==> config.mk <==
export PLATFORM = sky130hd
export DESIGN_NAME = moving_average_filter
export DESIGN_NICKNAME = d
export VERILOG_FILES = /design/src/sv/maf_pkg.sv /design/src/sv/moving_average_filter.sv /design/src/sv/maf_ram.sv /design/src/sv/maf_front.sv /design/src/sv/maf_fifo.sv /design/src/sv/maf_div.sv
export SDC_FILE = /design/constraint.sdc
export NUM_CORES = 1
export LEC_CHECK = 0
export BUFFER_PORTS_ARGS = -buffer_cell sky130_fd_sc_hd__buf_2
export CORE_MARGIN = 2
export CORE_UTILIZATION = 40
export DETAILED_ROUTE_END_ITERATION = 12
export PLACE_DENSITY = 0.59
export SLEW_MARGIN = 20
export SYNTH_ARGS = -nofsm -noshare
export SYNTH_HDL_FRONTEND = slang
export SYNTH_SLANG_ARGS = --single-unit
export TNS_END_PERCENT = 20
==> constraint.sdc <==
create_clock -name clk -period 4.4 [get_ports clk]
set_input_delay 0 -clock clk [delete_from_list [all_inputs] [get_ports clk]]
set_output_delay 0 -clock clk [all_outputs]
set_load 0.05 [all_outputs]
==> src/sv/maf_pkg.sv <==
package maf_pkg;

	// field and register widths
	localparam int SAMPLE_W   = 16;
	localparam int WLEN_W     = 7;
	localparam int WLEN_RESET = 8;

	// apb register map
	localparam int APB_ADDR_W = 3;
	localparam int APB_DATA_W = 32;
	localparam logic REG_IDX_WINDOW_LEN = 1'b0;

	// saturation bounds of the mean
	localparam int SAT_MAX = 32767;
	localparam int SAT_MIN_MAG = 32768;

	// depth of the queue between front and back
	localparam int QDEPTH = 2;

	typedef enum logic [1:0] {
		F_IDLE,
		F_READ,
		F_PUSH
	} front_state_t;

	typedef enum logic [1:0] {
		D_IDLE,
		D_RUN,
		D_HOLD
	} div_state_t;

	// configuration seen by front and back
	typedef struct packed {
		logic              clear;
		logic [WLEN_W-1:0] window_len;
	} ctrl_t;

endpackage

==> src/sv/moving_average_filter.sv <==
// Boxcar moving average over the last window_len signed 16-bit samples.
// Input channel: in_valid / in_ready with sample_in; an item is taken when
// both are high. Output channel: out_valid / out_ready with mean_out, the
// sum of the window divided by window_len, truncated toward zero and
// clamped to 16 bits. Samples older than the first one count as zero.
// window_len is set from pwdata[6:0] at APB byte address 0 (1..MAX_WINDOW,
// zero becomes one, larger values become MAX_WINDOW); a write clears the
// history, running sum and ring position. Write it only while idle.
// The front takes a sample, reads the oldest slot of the history ring and
// updates the running sum in F_READ, then queues it in F_PUSH. The back is a
// restoring divider that retires one quotient bit per cycle.
// Sustained throughput is set by the serial divider, which works on one sum
// at a time and takes the next only once its result is loaded; the front
// can take further samples while it runs.
// Reset brings window_len to 8 and empties history, queue and output.
// If the receiver stalls, the result holds in the output register, the
// divider waits, and the front keeps taking items until the two-entry
// queue fills, after which in_ready drops.
module moving_average_filter #(
	parameter int MAX_WINDOW = 64
) (
	input  logic                                  clk,
	input  logic                                  arst_n,
	input  logic                                  psel,
	input  logic                                  penable,
	input  logic                                  pwrite,
	input  logic [maf_pkg::APB_ADDR_W-1:0]        paddr,
	input  logic [maf_pkg::APB_DATA_W-1:0]        pwdata,
	output logic [maf_pkg::APB_DATA_W-1:0]        prdata,
	output logic                                  pready,
	input  logic                                  in_valid,
	output logic                                  in_ready,
	input  logic signed [maf_pkg::SAMPLE_W-1:0]   sample_in,
	output logic                                  out_valid,
	input  logic                                  out_ready,
	output logic signed [maf_pkg::SAMPLE_W-1:0]   mean_out
);

	localparam int TOT_W = maf_pkg::SAMPLE_W + 1 + $clog2(MAX_WINDOW);
	localparam int WW    = maf_pkg::WLEN_W;
	localparam int LIM_W = ($clog2(MAX_WINDOW + 1) > WW) ? $clog2(MAX_WINDOW + 1) : WW;
	localparam int WLEN_RST = (maf_pkg::WLEN_RESET < MAX_WINDOW) ? maf_pkg::WLEN_RESET
		: MAX_WINDOW;

	logic [WW-1:0]           window_len_q;
	logic [WW-1:0]           wlen_raw;
	logic [WW-1:0]           wlen_new;
	logic                    wr_window;
	maf_pkg::ctrl_t          ctrl;
	logic                    push_valid, push_ready;
	logic signed [TOT_W-1:0] push_total;
	logic                    pop_valid, pop_ready;
	logic [TOT_W-1:0]        pop_data;

	// apb register access
	assign pready    = 1'b1;
	assign wr_window = psel & penable & pwrite & pready
		& (paddr[maf_pkg::APB_ADDR_W-1:2] == maf_pkg::REG_IDX_WINDOW_LEN);
	assign prdata    = maf_pkg::APB_DATA_W'(window_len_q);

	// clamp the written window length into range
	assign wlen_raw = pwdata[WW-1:0];
	always_comb begin
		if (wlen_raw == '0) begin
			wlen_new = WW'(1);
		end else if (LIM_W'(wlen_raw) > LIM_W'(MAX_WINDOW)) begin
			wlen_new = WW'(MAX_WINDOW);
		end else begin
			wlen_new = wlen_raw;
		end
	end

	always_ff @(posedge clk or negedge arst_n) begin
		if (!arst_n) begin
			window_len_q <= WW'(WLEN_RST);
		end else if (wr_window) begin
			window_len_q <= wlen_new;
		end
	end

	assign ctrl.clear      = wr_window;
	assign ctrl.window_len = window_len_q;

	// front: history ring and running sum
	maf_front #(
		.MAX_WINDOW(MAX_WINDOW),
		.TOT_W     (TOT_W)
	) u_front (
		.clk       (clk),
		.arst_n    (arst_n),
		.ctrl      (ctrl),
		.in_valid  (in_valid),
		.in_ready  (in_ready),
		.sample_in (sample_in),
		.push_valid(push_valid),
		.push_ready(push_ready),
		.push_total(push_total)
	);

	// queue of sums between front and divider
	maf_fifo #(
		.WIDTH(TOT_W)
	) u_fifo (
		.clk       (clk),
		.arst_n    (arst_n),
		.push_valid(push_valid),
		.push_ready(push_ready),
		.push_data (push_total),
		.pop_valid (pop_valid),
		.pop_ready (pop_ready),
		.pop_data  (pop_data)
	);

	// back: serial divide and clamp
	maf_div #(
		.TOT_W(TOT_W)
	) u_div (
		.clk      (clk),
		.arst_n   (arst_n),
		.ctrl     (ctrl),
		.pop_valid(pop_valid),
		.pop_ready(pop_ready),
		.pop_total($signed(pop_data)),
		.out_valid(out_valid),
		.out_ready(out_ready),
		.mean_out (mean_out)
	);

endmodule

==> src/sv/maf_ram.sv <==
module maf_ram #(
	parameter int WIDTH = 16,
	parameter int DEPTH = 64
) (
	input  logic                                    clk,
	input  logic                                    we,
	input  logic [((DEPTH > 1) ? $clog2(DEPTH) : 1)-1:0] waddr,
	input  logic [WIDTH-1:0]                        wdata,
	input  logic                                    re,
	input  logic [((DEPTH > 1) ? $clog2(DEPTH) : 1)-1:0] raddr,
	output logic [WIDTH-1:0]                        rdata
);

	logic [WIDTH-1:0] mem_q [DEPTH];

	// one write port, one registered read port
	always_ff @(posedge clk) begin
		if (we) begin
			mem_q[waddr] <= wdata;
		end
		if (re) begin
			rdata <= mem_q[raddr];
		end
	end

endmodule

==> src/sv/maf_front.sv <==
module maf_front #(
	parameter int MAX_WINDOW = 64,
	parameter int TOT_W      = 23
) (
	input  logic                                clk,
	input  logic                                arst_n,
	input  maf_pkg::ctrl_t                      ctrl,
	input  logic                                in_valid,
	output logic                                in_ready,
	input  logic signed [maf_pkg::SAMPLE_W-1:0] sample_in,
	output logic                                push_valid,
	input  logic                                push_ready,
	output logic signed [TOT_W-1:0]             push_total
);

	localparam int AW    = (MAX_WINDOW > 1) ? $clog2(MAX_WINDOW) : 1;
	localparam int CMP_W = (AW + 1 > maf_pkg::WLEN_W) ? AW + 1 : maf_pkg::WLEN_W;

	maf_pkg::front_state_t state_q, state_d;

	logic [AW-1:0]                        pos_q;
	logic                                 wrapped_q;
	logic signed [TOT_W-1:0]              total_q;
	logic signed [maf_pkg::SAMPLE_W-1:0]  sample_q;
	logic                                 accept;
	logic                                 ram_we;
	logic [maf_pkg::SAMPLE_W-1:0]         ram_rdata;
	logic signed [maf_pkg::SAMPLE_W-1:0]  old_sample;
	logic signed [TOT_W-1:0]              new_total;
	logic [CMP_W-1:0]                     pos_inc;
	logic                                 wrap;

	// history ring
	maf_ram #(
		.WIDTH(maf_pkg::SAMPLE_W),
		.DEPTH(MAX_WINDOW)
	) u_hist (
		.clk  (clk),
		.we   (ram_we),
		.waddr(pos_q),
		.wdata(sample_q),
		.re   (accept),
		.raddr(pos_q),
		.rdata(ram_rdata)
	);

	// next state
	always_comb begin
		state_d = state_q;
		case (state_q)
			maf_pkg::F_IDLE: begin
				if (in_valid) state_d = maf_pkg::F_READ;
			end
			maf_pkg::F_READ: begin
				state_d = maf_pkg::F_PUSH;
			end
			maf_pkg::F_PUSH: begin
				if (push_ready) state_d = maf_pkg::F_IDLE;
			end
			default: begin
				state_d = maf_pkg::F_IDLE;
			end
		endcase
	end

	// state outputs
	always_comb begin
		in_ready   = 1'b0;
		push_valid = 1'b0;
		ram_we     = 1'b0;
		case (state_q)
			maf_pkg::F_IDLE: in_ready   = 1'b1;
			maf_pkg::F_READ: ram_we     = 1'b1;
			maf_pkg::F_PUSH: push_valid = 1'b1;
			default: begin
				in_ready = 1'b0;
			end
		endcase
	end

	assign accept = in_valid & in_ready;

	// slot not yet written since the last clear reads as zero
	assign old_sample = wrapped_q ? $signed(ram_rdata) : '0;
	assign new_total  = total_q + TOT_W'(sample_q) - TOT_W'(old_sample);
	assign pos_inc    = CMP_W'(pos_q) + CMP_W'(1);
	assign wrap       = pos_inc >= CMP_W'(ctrl.window_len);
	assign push_total = total_q;

	// sample capture
	always_ff @(posedge clk) begin
		if (accept) begin
			sample_q <= sample_in;
		end
	end

	// control and running sum
	always_ff @(posedge clk or negedge arst_n) begin
		if (!arst_n) begin
			state_q   <= maf_pkg::F_IDLE;
			pos_q     <= '0;
			wrapped_q <= 1'b0;
			total_q   <= '0;
		end else begin
			state_q <= state_d;
			if (ctrl.clear) begin
				pos_q     <= '0;
				wrapped_q <= 1'b0;
				total_q   <= '0;
			end else if (state_q == maf_pkg::F_READ) begin
				total_q <= new_total;
				if (wrap) begin
					pos_q     <= '0;
					wrapped_q <= 1'b1;
				end else begin
					pos_q <= pos_inc[AW-1:0];
				end
			end
		end
	end

	// ring position stays inside the window
	assert property (@(posedge clk) disable iff (!arst_n)
		CMP_W'(pos_q) < CMP_W'(ctrl.window_len))
		else $error("ring position outside window");

endmodule

==> src/sv/maf_fifo.sv <==
module maf_fifo #(
	parameter int WIDTH = 23
) (
	input  logic             clk,
	input  logic             arst_n,
	input  logic             push_valid,
	output logic             push_ready,
	input  logic [WIDTH-1:0] push_data,
	output logic             pop_valid,
	input  logic             pop_ready,
	output logic [WIDTH-1:0] pop_data
);

	localparam int PTR_W = (maf_pkg::QDEPTH > 1) ? $clog2(maf_pkg::QDEPTH) : 1;
	localparam int CNT_W = $clog2(maf_pkg::QDEPTH + 1);

	logic [WIDTH-1:0] entry_q [maf_pkg::QDEPTH];
	logic [PTR_W-1:0] wr_ptr_q, rd_ptr_q;
	logic [CNT_W-1:0] count_q;
	logic             do_push, do_pop;

	assign push_ready = count_q < CNT_W'(maf_pkg::QDEPTH);
	assign pop_valid  = count_q != '0;
	assign pop_data   = entry_q[rd_ptr_q];
	assign do_push    = push_valid & push_ready;
	assign do_pop     = pop_valid & pop_ready;

	// storage
	always_ff @(posedge clk) begin
		if (do_push) begin
			entry_q[wr_ptr_q] <= push_data;
		end
	end

	// pointers and fill level
	always_ff @(posedge clk or negedge arst_n) begin
		if (!arst_n) begin
			wr_ptr_q <= '0;
			rd_ptr_q <= '0;
			count_q  <= '0;
		end else begin
			if (do_push) begin
				wr_ptr_q <= (wr_ptr_q == PTR_W'(maf_pkg::QDEPTH - 1)) ? '0
					: wr_ptr_q + PTR_W'(1);
			end
			if (do_pop) begin
				rd_ptr_q <= (rd_ptr_q == PTR_W'(maf_pkg::QDEPTH - 1)) ? '0
					: rd_ptr_q + PTR_W'(1);
			end
			if (do_push && !do_pop) begin
				count_q <= count_q + CNT_W'(1);
			end else if (do_pop && !do_push) begin
				count_q <= count_q - CNT_W'(1);
			end
		end
	end

	// fill level never exceeds the depth
	assert property (@(posedge clk) disable iff (!arst_n)
		count_q <= CNT_W'(maf_pkg::QDEPTH))
		else $error("queue overflow");

endmodule

==> src/sv/maf_div.sv <==
module maf_div #(
	parameter int TOT_W = 23
) (
	input  logic                                clk,
	input  logic                                arst_n,
	input  maf_pkg::ctrl_t                      ctrl,
	input  logic                                pop_valid,
	output logic                                pop_ready,
	input  logic signed [TOT_W-1:0]             pop_total,
	output logic                                out_valid,
	input  logic                                out_ready,
	output logic signed [maf_pkg::SAMPLE_W-1:0] mean_out
);

	localparam int CNT_W = $clog2(TOT_W + 1);
	localparam int WW    = maf_pkg::WLEN_W;

	maf_pkg::div_state_t state_q, state_d;

	logic [CNT_W-1:0]                    cnt_q;
	logic [TOT_W-1:0]                    quo_q;
	logic [WW-1:0]                       rem_q;
	logic                                neg_q;
	logic                                out_valid_q;
	logic signed [maf_pkg::SAMPLE_W-1:0] mean_q;
	logic                                load_out;
	logic [WW:0]                         rem_sh;
	logic [WW+1:0]                       diff;
	logic                                ge;
	logic signed [maf_pkg::SAMPLE_W-1:0] sat_mean;

	// next state
	always_comb begin
		state_d = state_q;
		case (state_q)
			maf_pkg::D_IDLE: begin
				if (pop_valid) state_d = maf_pkg::D_RUN;
			end
			maf_pkg::D_RUN: begin
				if (cnt_q == CNT_W'(TOT_W - 1)) state_d = maf_pkg::D_HOLD;
			end
			maf_pkg::D_HOLD: begin
				if (!out_valid_q || out_ready) state_d = maf_pkg::D_IDLE;
			end
			default: begin
				state_d = maf_pkg::D_IDLE;
			end
		endcase
	end

	// state outputs
	always_comb begin
		pop_ready = 1'b0;
		load_out  = 1'b0;
		case (state_q)
			maf_pkg::D_IDLE: pop_ready = 1'b1;
			maf_pkg::D_HOLD: load_out  = !out_valid_q || out_ready;
			default: begin
				pop_ready = 1'b0;
			end
		endcase
	end

	// one restoring step per cycle
	assign rem_sh = {rem_q, quo_q[TOT_W-1]};
	assign diff   = {1'b0, rem_sh} - {2'b00, ctrl.window_len};
	assign ge     = !diff[WW+1];

	// sign and clamp the quotient
	always_comb begin
		if (neg_q) begin
			if (quo_q > TOT_W'(maf_pkg::SAT_MIN_MAG)) begin
				sat_mean = {1'b1, {(maf_pkg::SAMPLE_W-1){1'b0}}};
			end else begin
				sat_mean = -$signed(quo_q[maf_pkg::SAMPLE_W-1:0]);
			end
		end else begin
			if (quo_q > TOT_W'(maf_pkg::SAT_MAX)) begin
				sat_mean = {1'b0, {(maf_pkg::SAMPLE_W-1){1'b1}}};
			end else begin
				sat_mean = $signed(quo_q[maf_pkg::SAMPLE_W-1:0]);
			end
		end
	end

	// divider datapath
	always_ff @(posedge clk) begin
		if (pop_valid && pop_ready) begin
			quo_q <= pop_total[TOT_W-1] ? TOT_W'(-pop_total) : TOT_W'(pop_total);
			neg_q <= pop_total[TOT_W-1];
			rem_q <= '0;
		end else if (state_q == maf_pkg::D_RUN) begin
			quo_q <= {quo_q[TOT_W-2:0], ge};
			rem_q <= ge ? diff[WW-1:0] : rem_sh[WW-1:0];
		end
		if (load_out) begin
			mean_q <= sat_mean;
		end
	end

	// control
	always_ff @(posedge clk or negedge arst_n) begin
		if (!arst_n) begin
			state_q     <= maf_pkg::D_IDLE;
			cnt_q       <= '0;
			out_valid_q <= 1'b0;
		end else begin
			state_q <= state_d;
			if (state_q == maf_pkg::D_IDLE) begin
				cnt_q <= '0;
			end else if (state_q == maf_pkg::D_RUN) begin
				cnt_q <= cnt_q + CNT_W'(1);
			end
			if (load_out) begin
				out_valid_q <= 1'b1;
			end else if (out_ready) begin
				out_valid_q <= 1'b0;
			end
		end
	end

	assign out_valid = out_valid_q;
	assign mean_out  = mean_q;

	// a finished quotient has gone through every step
	assert property (@(posedge clk) disable iff (!arst_n)
		(state_q == maf_pkg::D_HOLD) |-> (cnt_q == CNT_W'(TOT_W)))
		else $error("divider left early");

	// the result register is only loaded when free or being drained
	assert property (@(posedge clk) disable iff (!arst_n)
		(out_valid_q && !out_ready) |-> !load_out)
		else $error("result overwritten");

endmodule

# --- Word level (Yosys, flattened, before mapping) ---
# Memories as Yosys holds them, arrays and structs flattened. A register that Yosys moved wholly into a read port is not among the register bits.
# Index checks and enable logic that the tools add are counted.
word_totals:
  regBits: 114
  ram_bits: 1070
  input_bits: 58
  out_inout_bits: 51
  elab_cells: 114
  mem_count: 2
memory_table:
  columns: ["name", "words", "word_bits", "rd", "rd_clocked_by_memory_dff", "write_ports", "line", "source"]
  rows:
  - ["u_front.u_hist.mem_q", 64, 16, 1, 1, 1, "maf_ram.sv:14", "logic [WIDTH-1:0] mem_q [DEPTH];"]
  - ["u_fifo.entry_q", 2, 23, 1, 0, 1, "maf_fifo.sv:17", "logic [WIDTH-1:0] entry_q [maf_pkg::QDEPTH];"]
classes:
  addsub: 11
  order_cmp: 5
  eq_ne: 10
  muxes: 42
  bitwise: 7
  n_reduce_logical: 21
op_table:
  columns: ["cell", "count"]
  rows:
  - ["$mux W23", 5]
  - ["$mux W16", 4]
  - ["$add A23 B16 Y23", 1]
  - ["$gt A23 B15 Y1 const B", 1]
  - ["$gt A23 B16 Y1 const B", 1]
  - ["$neg A23 Y23", 1]
  - ["$sub A23 B16 Y23", 1]
  - ["$mux W7", 3]
  - ["$mux W6", 3]
  - ["$mux W1", 16]
  - ["$neg A16 Y16", 1]
  - ["$mux W2", 7]
  - ["$reduce_bool A2 Y1", 7]
  - ["$pmux W2 S3", 2]
  - ["$mux W5", 2]
  - ["$sub A8 B7 Y9", 1]
  - ["$ne A2 B1 Y1 const B", 4]
  - ["$add A6 B1 Y7 const B", 1]
  - ["$ge A7 B7 Y1", 1]
  - ["$gt A7 B7 Y1 const B", 1]
  - ["$logic_not A7 Y1", 1]
  - ["$and A1 B1 Y1", 6]
  - ["$add A5 B1 Y5 const B", 1]
  - ["$eq A5 B5 Y1 const B", 1]
  - ["14 further kinds", 24]

# --- Logic depth before layout (Yosys ltp) ---
depth:
  depth_word: 7
  depth_mapped: 14

# --- By module ---
# From an unflattened synthesis, not the netlist that was laid out.
unflattened:
  hier_cells: 2792
  hier_area_um2: 50188.1
by_module_without_submodules:
  columns: ["mod", "n_inst", "cells_each", "area_each_um2", "seq_area_each_um2"]
  rows:
  - ["maf_ram", 1, 1829, 40202.3, 31230.0]
  - ["maf_front", 1, 436, 3933.8, 1281.2]
  - ["maf_div", 1, 378, 3534.6, 1541.5]
  - ["maf_fifo", 1, 89, 1955.6, 1481.4]
  - ["moving_average_filter", 1, 60, 561.8, 176.4]

# --- Worst setup path before layout ---
# No wires, ideal clock.
synth_path:
  path_kind: "register to register"
  startpoint: "reg u_front.sample_q[15] (netlist bit)"
  endpoint: "reg u_front.total_q[22] (netlist: u_front.push_total[22])"
  setup_ns: 0.133
  arrival_time_ns: 3.781
  path_slack_ns: 0.486
  path_stages_with_launch: 13
  cell_sequence: "edfxtp_1 -> inv_1 -> fa_1 -> inv_1 -> ha_1 -> clkbuf_1 -> and3_1 -> and3_1 -> nand3_1 -> or3_1 -> mux2i_1 -> o21a_1 -> nor3_1"
synth_via:
  elab_chain_len: 4
synth_lines:
  columns: ["item", "line", "source"]
  rows:
  - ["from (decl)", "maf_front.sv:24", "logic signed [maf_pkg::SAMPLE_W-1:0] sample_q;"]
  - ["from (signal assigned)", "maf_front.sv:93", "sample_q <= sample_in;"]
  - ["$add A23 B16 Y23", "maf_front.sv:85", "assign new_total = total_q + TOT_W'(sample_q) - TOT_W'(old_sample);"]
  - ["$sub A23 B16 Y23", "maf_front.sv:85", null]
  - ["$mux W23", "maf_front.sv:110", "end else if (state_q == maf_pkg::F_READ) begin"]
  - ["$mux W23", "maf_front.sv:106", "if (ctrl.clear) begin"]
  - ["to (signal assigned)", "maf_front.sv:111", "total_q <= new_total;"]
  - ["to (decl)", "maf_front.sv:23", "logic signed [TOT_W-1:0] total_q;"]
# Every way passes these cells. The select of a mux whose other input is x is not followed.
# A chain may end at the register's enable or synchronous reset.

# --- Worst setup path in the final report ---
layout_path:
  startpoint: "reg u_front.wrapped_q"
  endpoint: "reg u_front.total_q[19] (netlist: u_front.push_total[19])"
layout_via:
  elab_chain_len: 4
layout_lines:
  columns: ["item", "line", "source"]
  rows:
  - ["from (decl)", "maf_front.sv:22", "logic wrapped_q;"]
  - ["from (signal assigned)", "maf_front.sv:102", "wrapped_q <= 1'b0;"]
  - ["from (signal assigned)", "maf_front.sv:108", "wrapped_q <= 1'b0;"]
  - ["from (signal assigned)", "maf_front.sv:114", "wrapped_q <= 1'b1;"]
  - ["$mux W16", "maf_front.sv:84", "assign old_sample = wrapped_q ? $signed(ram_rdata) : '0;"]
  - ["$sub A23 B16 Y23", "maf_front.sv:85", null]
  - ["$mux W23", "maf_front.sv:110", null]
  - ["$mux W23", "maf_front.sv:106", null]
# Every way passes these cells. The select of a mux whose other input is x is not followed.

==> report_table.html <==
<table>
<tr><th>Metric</th><th>Value</th></tr>
<tr><th colspan="2">STA</th></tr>
<tr><td>Post-route setup TNS</td><td>0 ns</td></tr>
<tr><td>Setup repair after global routing missed its margin</td><td>no</td></tr>
<tr><td>Final Hold Viols</td><td>0</td></tr>
<tr><td>Max Clock Freq</td><td>0.279 GHz</td></tr>
<tr><td>Setup violators final</td><td>0</td></tr>
<tr><td>Worst-Margin Slew</td><td>1.12 ns</td></tr>
<tr><td>Minimum clock period after layout</td><td>3.58 ns</td></tr>
<tr><td>Clock Skews</td><td>0.0277 ns</td></tr>
<tr><td>Worst rel slew slack</td><td>0.252</td></tr>
<tr><td>Final count of pins violating max slew</td><td>0</td></tr>
<tr><td>Tcrit/Tclk final</td><td>0.815</td></tr>
<tr><th colspan="2">Setup path</th></tr>
<tr><td>CP delay by family, top</td><td>simple AND/OR/NAND/NOR gates</td></tr>
<tr><td>Register-to-register path setup slack</td><td>0.82 ns</td></tr>
<tr><td>Nature of the critical path startpoint</td><td>flip-flop</td></tr>
<tr><td>Logic depth of the worst setup path including buffers</td><td>11</td></tr>
<tr><td>Kind of critical path</td><td>reg2reg</td></tr>
<tr><td>Slowest CP cell</td><td>dfrtp_1</td></tr>
<tr><td>Maximum fanout along the worst path</td><td>17</td></tr>
<tr><td>Number of cells on the worst reg-to-reg path</td><td>11</td></tr>
<tr><td>Data required time at the worst endpoint</td><td>5.08 ns</td></tr>
<tr><td>Arrival time at the worst endpoint</td><td>4.26 ns</td></tr>
<tr><td>Cell repeated most along the worst path</td><td>a21boi_0</td></tr>
<tr><td>Crit path capture type</td><td>flip-flop</td></tr>
<tr><td>Max incr delay on CP</td><td>0.57 ns</td></tr>
<tr><td>Cell breakdown of the critical path</td><td>and2_1 &gt; fa_1 &gt; inv_1 &gt; ha_1 &gt; a21oi_1 &gt; o21ai_0 &gt; a21boi_0 &gt; a21boi_0 &gt; nor3_1 &gt; or4_1 &gt; nand3_1</td></tr>
<tr><td>Number of buffers and inverters on the critical path</td><td>1</td></tr>
<tr><th colspan="2">GRT</th></tr>
<tr><td>Antenna violations before repair</td><td>2</td></tr>
<tr><td>Number of global-route vias before repair</td><td>28200</td></tr>
<tr><td>Wire length of the first global-routing pass</td><td>194000 um</td></tr>
<tr><td>Congestion Overflow GR</td><td>0</td></tr>
<tr><td>Pin count of the biggest net entering global routing</td><td>66</td></tr>
<tr><td>GR Util All Layers</td><td>0.209</td></tr>
<tr><th colspan="2">Clock tree</th></tr>
<tr><td>CTS tree</td><td>done</td></tr>
<tr><td>CTS root buffer</td><td>clkbuf_16</td></tr>
<tr><td>Number of buffers added by the clock tree synthesis step</td><td>130</td></tr>
<tr><td>CTS HTree Levels</td><td>4</td></tr>
<tr><td>Sinks on Clock Net</td><td>1200</td></tr>
<tr><td>CTS clk-pin slew, worst paths</td><td>0.06 ns</td></tr>
<tr><td>Post-CTS setup buffers</td><td>0</td></tr>
<tr><td>Later-pin clock latency in the skew report</td><td>0.75 ns</td></tr>
<tr><td>Deepest clock path buffer count</td><td>3</td></tr>
<tr><th colspan="2">Die</th></tr>
<tr><td>Floorplan die area</td><td>0.127 sq mm</td></tr>
<tr><td>Vertical die dimension</td><td>357 um</td></tr>
<tr><td>Initial Utilization</td><td>0.403</td></tr>
<tr><td>I/O pin count</td><td>109</td></tr>
<tr><td>Area of the core</td><td>0.123 sq mm</td></tr>
<tr><td>Standard-cell row count</td><td>129</td></tr>
<tr><td>Die boundary width</td><td>357 um</td></tr>
<tr><th colspan="2">Layout</th></tr>
<tr><td>Number of fillers in the final layout</td><td>10600</td></tr>
<tr><td>Post-layout net count</td><td>3476</td></tr>
<tr><td>Area taken by multi-input logic gates</td><td>0.0128 sq mm</td></tr>
<tr><td>Sequential cell area</td><td>0.0357 sq mm</td></tr>
<tr><td>Post-synthesis to final-layout area growth</td><td>15.1%</td></tr>
<tr><td>Share of cells above drive strength 1</td><td>0.173</td></tr>
<tr><th colspan="2">Synth</th></tr>
<tr><td>Most area-consuming cells after synthesis</td><td>edfxtp_1 69%, mux4_2 4.4%, mux2i_1 3.4%, dfrtp_1 2.5%, a221oi_1 1.7%</td></tr>
<tr><td>Share of synthesized registers carrying an async set or reset</td><td>0.0425</td></tr>
<tr><td>Fraction of post-synthesis cell area in the top cell type by area</td><td>0.689</td></tr>
<tr><td>Cell types with the highest counts after synthesis</td><td>1142 x edfxtp_1, 199 x nor2_1, 171 x mux2i_1</td></tr>
<tr><td>Post-Synthesis Cell Area</td><td>0.0497 sq mm</td></tr>
<tr><td>Post-synthesis sequential area ratio</td><td>0.718</td></tr>
<tr><td>Syn Inst Count</td><td>3120</td></tr>
<tr><td>#FFs+latches synth</td><td>1200</td></tr>
<tr><td>Number of warnings reported in the yosys synthesis log</td><td>0</td></tr>
<tr><td>Most numerous cell in the Yosys netlist</td><td>edfxtp_1</td></tr>
<tr><td>Average cell area after synthesis</td><td>15.9 sq um</td></tr>
<tr><td>Cell accounting for the most synthesized area</td><td>edfxtp_1</td></tr>
<tr><td>Cell variety after synth</td><td>77</td></tr>
<tr><td>Post-synth top flop</td><td>edfxtp_1</td></tr>
<tr><td>Count of flip-flops with a built-in enable after synthesis</td><td>1142</td></tr>
<tr><th colspan="2">Power and ir drop</th></tr>
<tr><td>Power density over the cells</td><td>637 mW/mm^2</td></tr>
<tr><td>Pwr Total</td><td>36.5 mW</td></tr>
<tr><td>Worst IR drop on VDD</td><td>0.417 mV</td></tr>
<tr><td>Total leakage power</td><td>19.4 nW</td></tr>
<tr><th colspan="2">Placed design</th></tr>
<tr><td>Number of buffers inserted by port buffering</td><td>55</td></tr>
<tr><td>Final RePlAce weighted congestion</td><td>0.862</td></tr>
<tr><td>Half-perimeter wire length after detailed placement</td><td>80100 um</td></tr>
<tr><th colspan="2">Min path</th></tr>
<tr><td>Worst hold path type</td><td>in2reg</td></tr>
<tr><td>Number of cells on the worst hold path</td><td>3</td></tr>
<tr><th colspan="2">Detailed routing</th></tr>
<tr><td>Router iterations before antenna repair</td><td>6</td></tr>
<tr><td>Routed len/inst</td><td>26.2 um</td></tr>
<tr><td>Number of DRC markers in iteration 0</td><td>3111</td></tr>
<tr><td>Final Routed Wirelength</td><td>134000 um</td></tr>
<tr><td>DRC violation count after routing</td><td>0</td></tr>
<tr><td>DRT antenna net count</td><td>0</td></tr>
<tr><td>Vias after detailed routing</td><td>28800</td></tr>
<tr><td>Via-per-instance ratio</td><td>5.65</td></tr>
<tr><th colspan="2">Status</th></tr>
<tr><td>Outcome</td><td>finished clean</td></tr>
<tr><th colspan="2">Run</th></tr>
<tr><td>Max-cap violation count</td><td>0</td></tr>
</table>
## power breakdown
group          switching [mW]  internal [mW]
Clock                    4.42           5.97
Combinational            7.35           4.37
Sequential              0.728           13.7
Total                    12.5           24.0
## cell usage in the layout (no fill, tap or decap), types with 9 or more instances in the layout
cell	instances
buf_2	55
clkinv_2	22
nand4_1	12
o211ai_1	11
a22o_1	18
dfrtp_1	47
buf_4	150
ha_1	45
a21o_1	10
dlygate4sd3_1	57
conb_1	26
a221oi_1	94
and2_1	20
buf_12	12
nand2_1	139
clkinv_1	21
fa_1	23
a22oi_1	58
a211oi_1	9
inv_1	107
o22ai_1	52
edfxtp_1	1142
or3_1	10
xnor2_1	25
o21ai_0	148
mux2_2	58
a21oi_1	157
o221ai_1	11
clkbuf_1	37
nand2b_1	22
nor2_2	9
mux2i_1	171
mux4_2	97
nand3_1	28
clkbuf_16	135
xor2_1	21
nor2_1	188
nor3_1	25
## final timing paths
kind	to	startpoint
hold / removal	u_front.state_q[0]	in_valid
min in group asynchronous	window_len_q[4]	arst_n
setup / recovery	u_front.push_total[19]	u_front.wrapped_q
max in group asynchronous	u_front.pos_q[2]	arst_n
setup reg to reg	u_front.push_total[19]	u_front.wrapped_q
hold reg to reg	u_div.cnt_q[4]	u_div.cnt_q[4]
## state kept, by name, indices dropped and copies added, names as in the netlist, 2 cells and up
register              flops
u_front.push_total       23
u_front.u_hist.mem_q   1024
u_div.cnt_q               5
u_fifo.entry_q           46
u_fifo.count_q            2
u_div.rem_q               7
u_front.state_q           2
u_div.state_q             2
u_div.mean_out           16
u_front.pos_q             6
window_len_q              7
u_front.sample_q         16
u_front.u_hist.rdata     16
u_div.quo_q              23
## per-layer routing
layer / track usage / vias up / part of all wire
met1: 0.282 / 14700 / 0.41
li1: - / 12600 / -
met3: 0.0354 / 223 / 0.074
met5: 0 / - / 0
met2: 0.340 / 1177 / 0.48
met4: 0.0793 / 0 / 0.035
## area by class of cell
| type | count | area share |
|---|---|---|
| diodes | 1 | 0.0000437 |
| clock buffers | 173 | 0.0617 |
| clock inverters | 61 | 0.00881 |
| inverters | 108 | 0.00712 |
| multi-input cells | 1635 | 0.224 |
| flip-flops and latches | 1200 | 0.624 |
| well taps | 1637 | 0.0358 |
| repair buffers | 275 | 0.0389 |
## tightest hold or removal path, cell delays in order
cell and delay, ns:
dlygate4sd3_1 0.53, buf_2 0.13, and2_1 0.12
## metrics by stage
stage           util  cells  worst slack, ns  area (sq um)  hold WS [ns]
2_1_floorplan      -   3144            0.486         49800        -0.296
3_3_place_gp   0.426   4797            0.836         52600         0.160
3_5_place_dp   0.426   4797            0.842         52600         0.159
4_1_cts        0.464   5088            0.837         57200        0.0435
5_1_grt        0.464   5089            0.593         57300        0.0782
6_report       0.464   5090            0.815         57300        0.0714
## cells by family after synthesis
group           count (synthesis)  share of synthesized area
fa+ha+maj                      68                     0.0206
buf+inv                       309                     0.0279
xor+xnor                       46                    0.00810
compound gates                635                     0.0832
simple gates                  534                     0.0507
mux                           326                     0.0915
other cells                     2                   0.000151
flops                        1200                      0.718
## what timing repair did
| action | CTS | global route |
|---|---|---|
| hold buffers | 57 | 0 |
| gates resized for setup | 0 | 0 |
| hold endpoints to repair | 109 | 0 |
No activity file was read; power rests on OpenSTA's default activity.
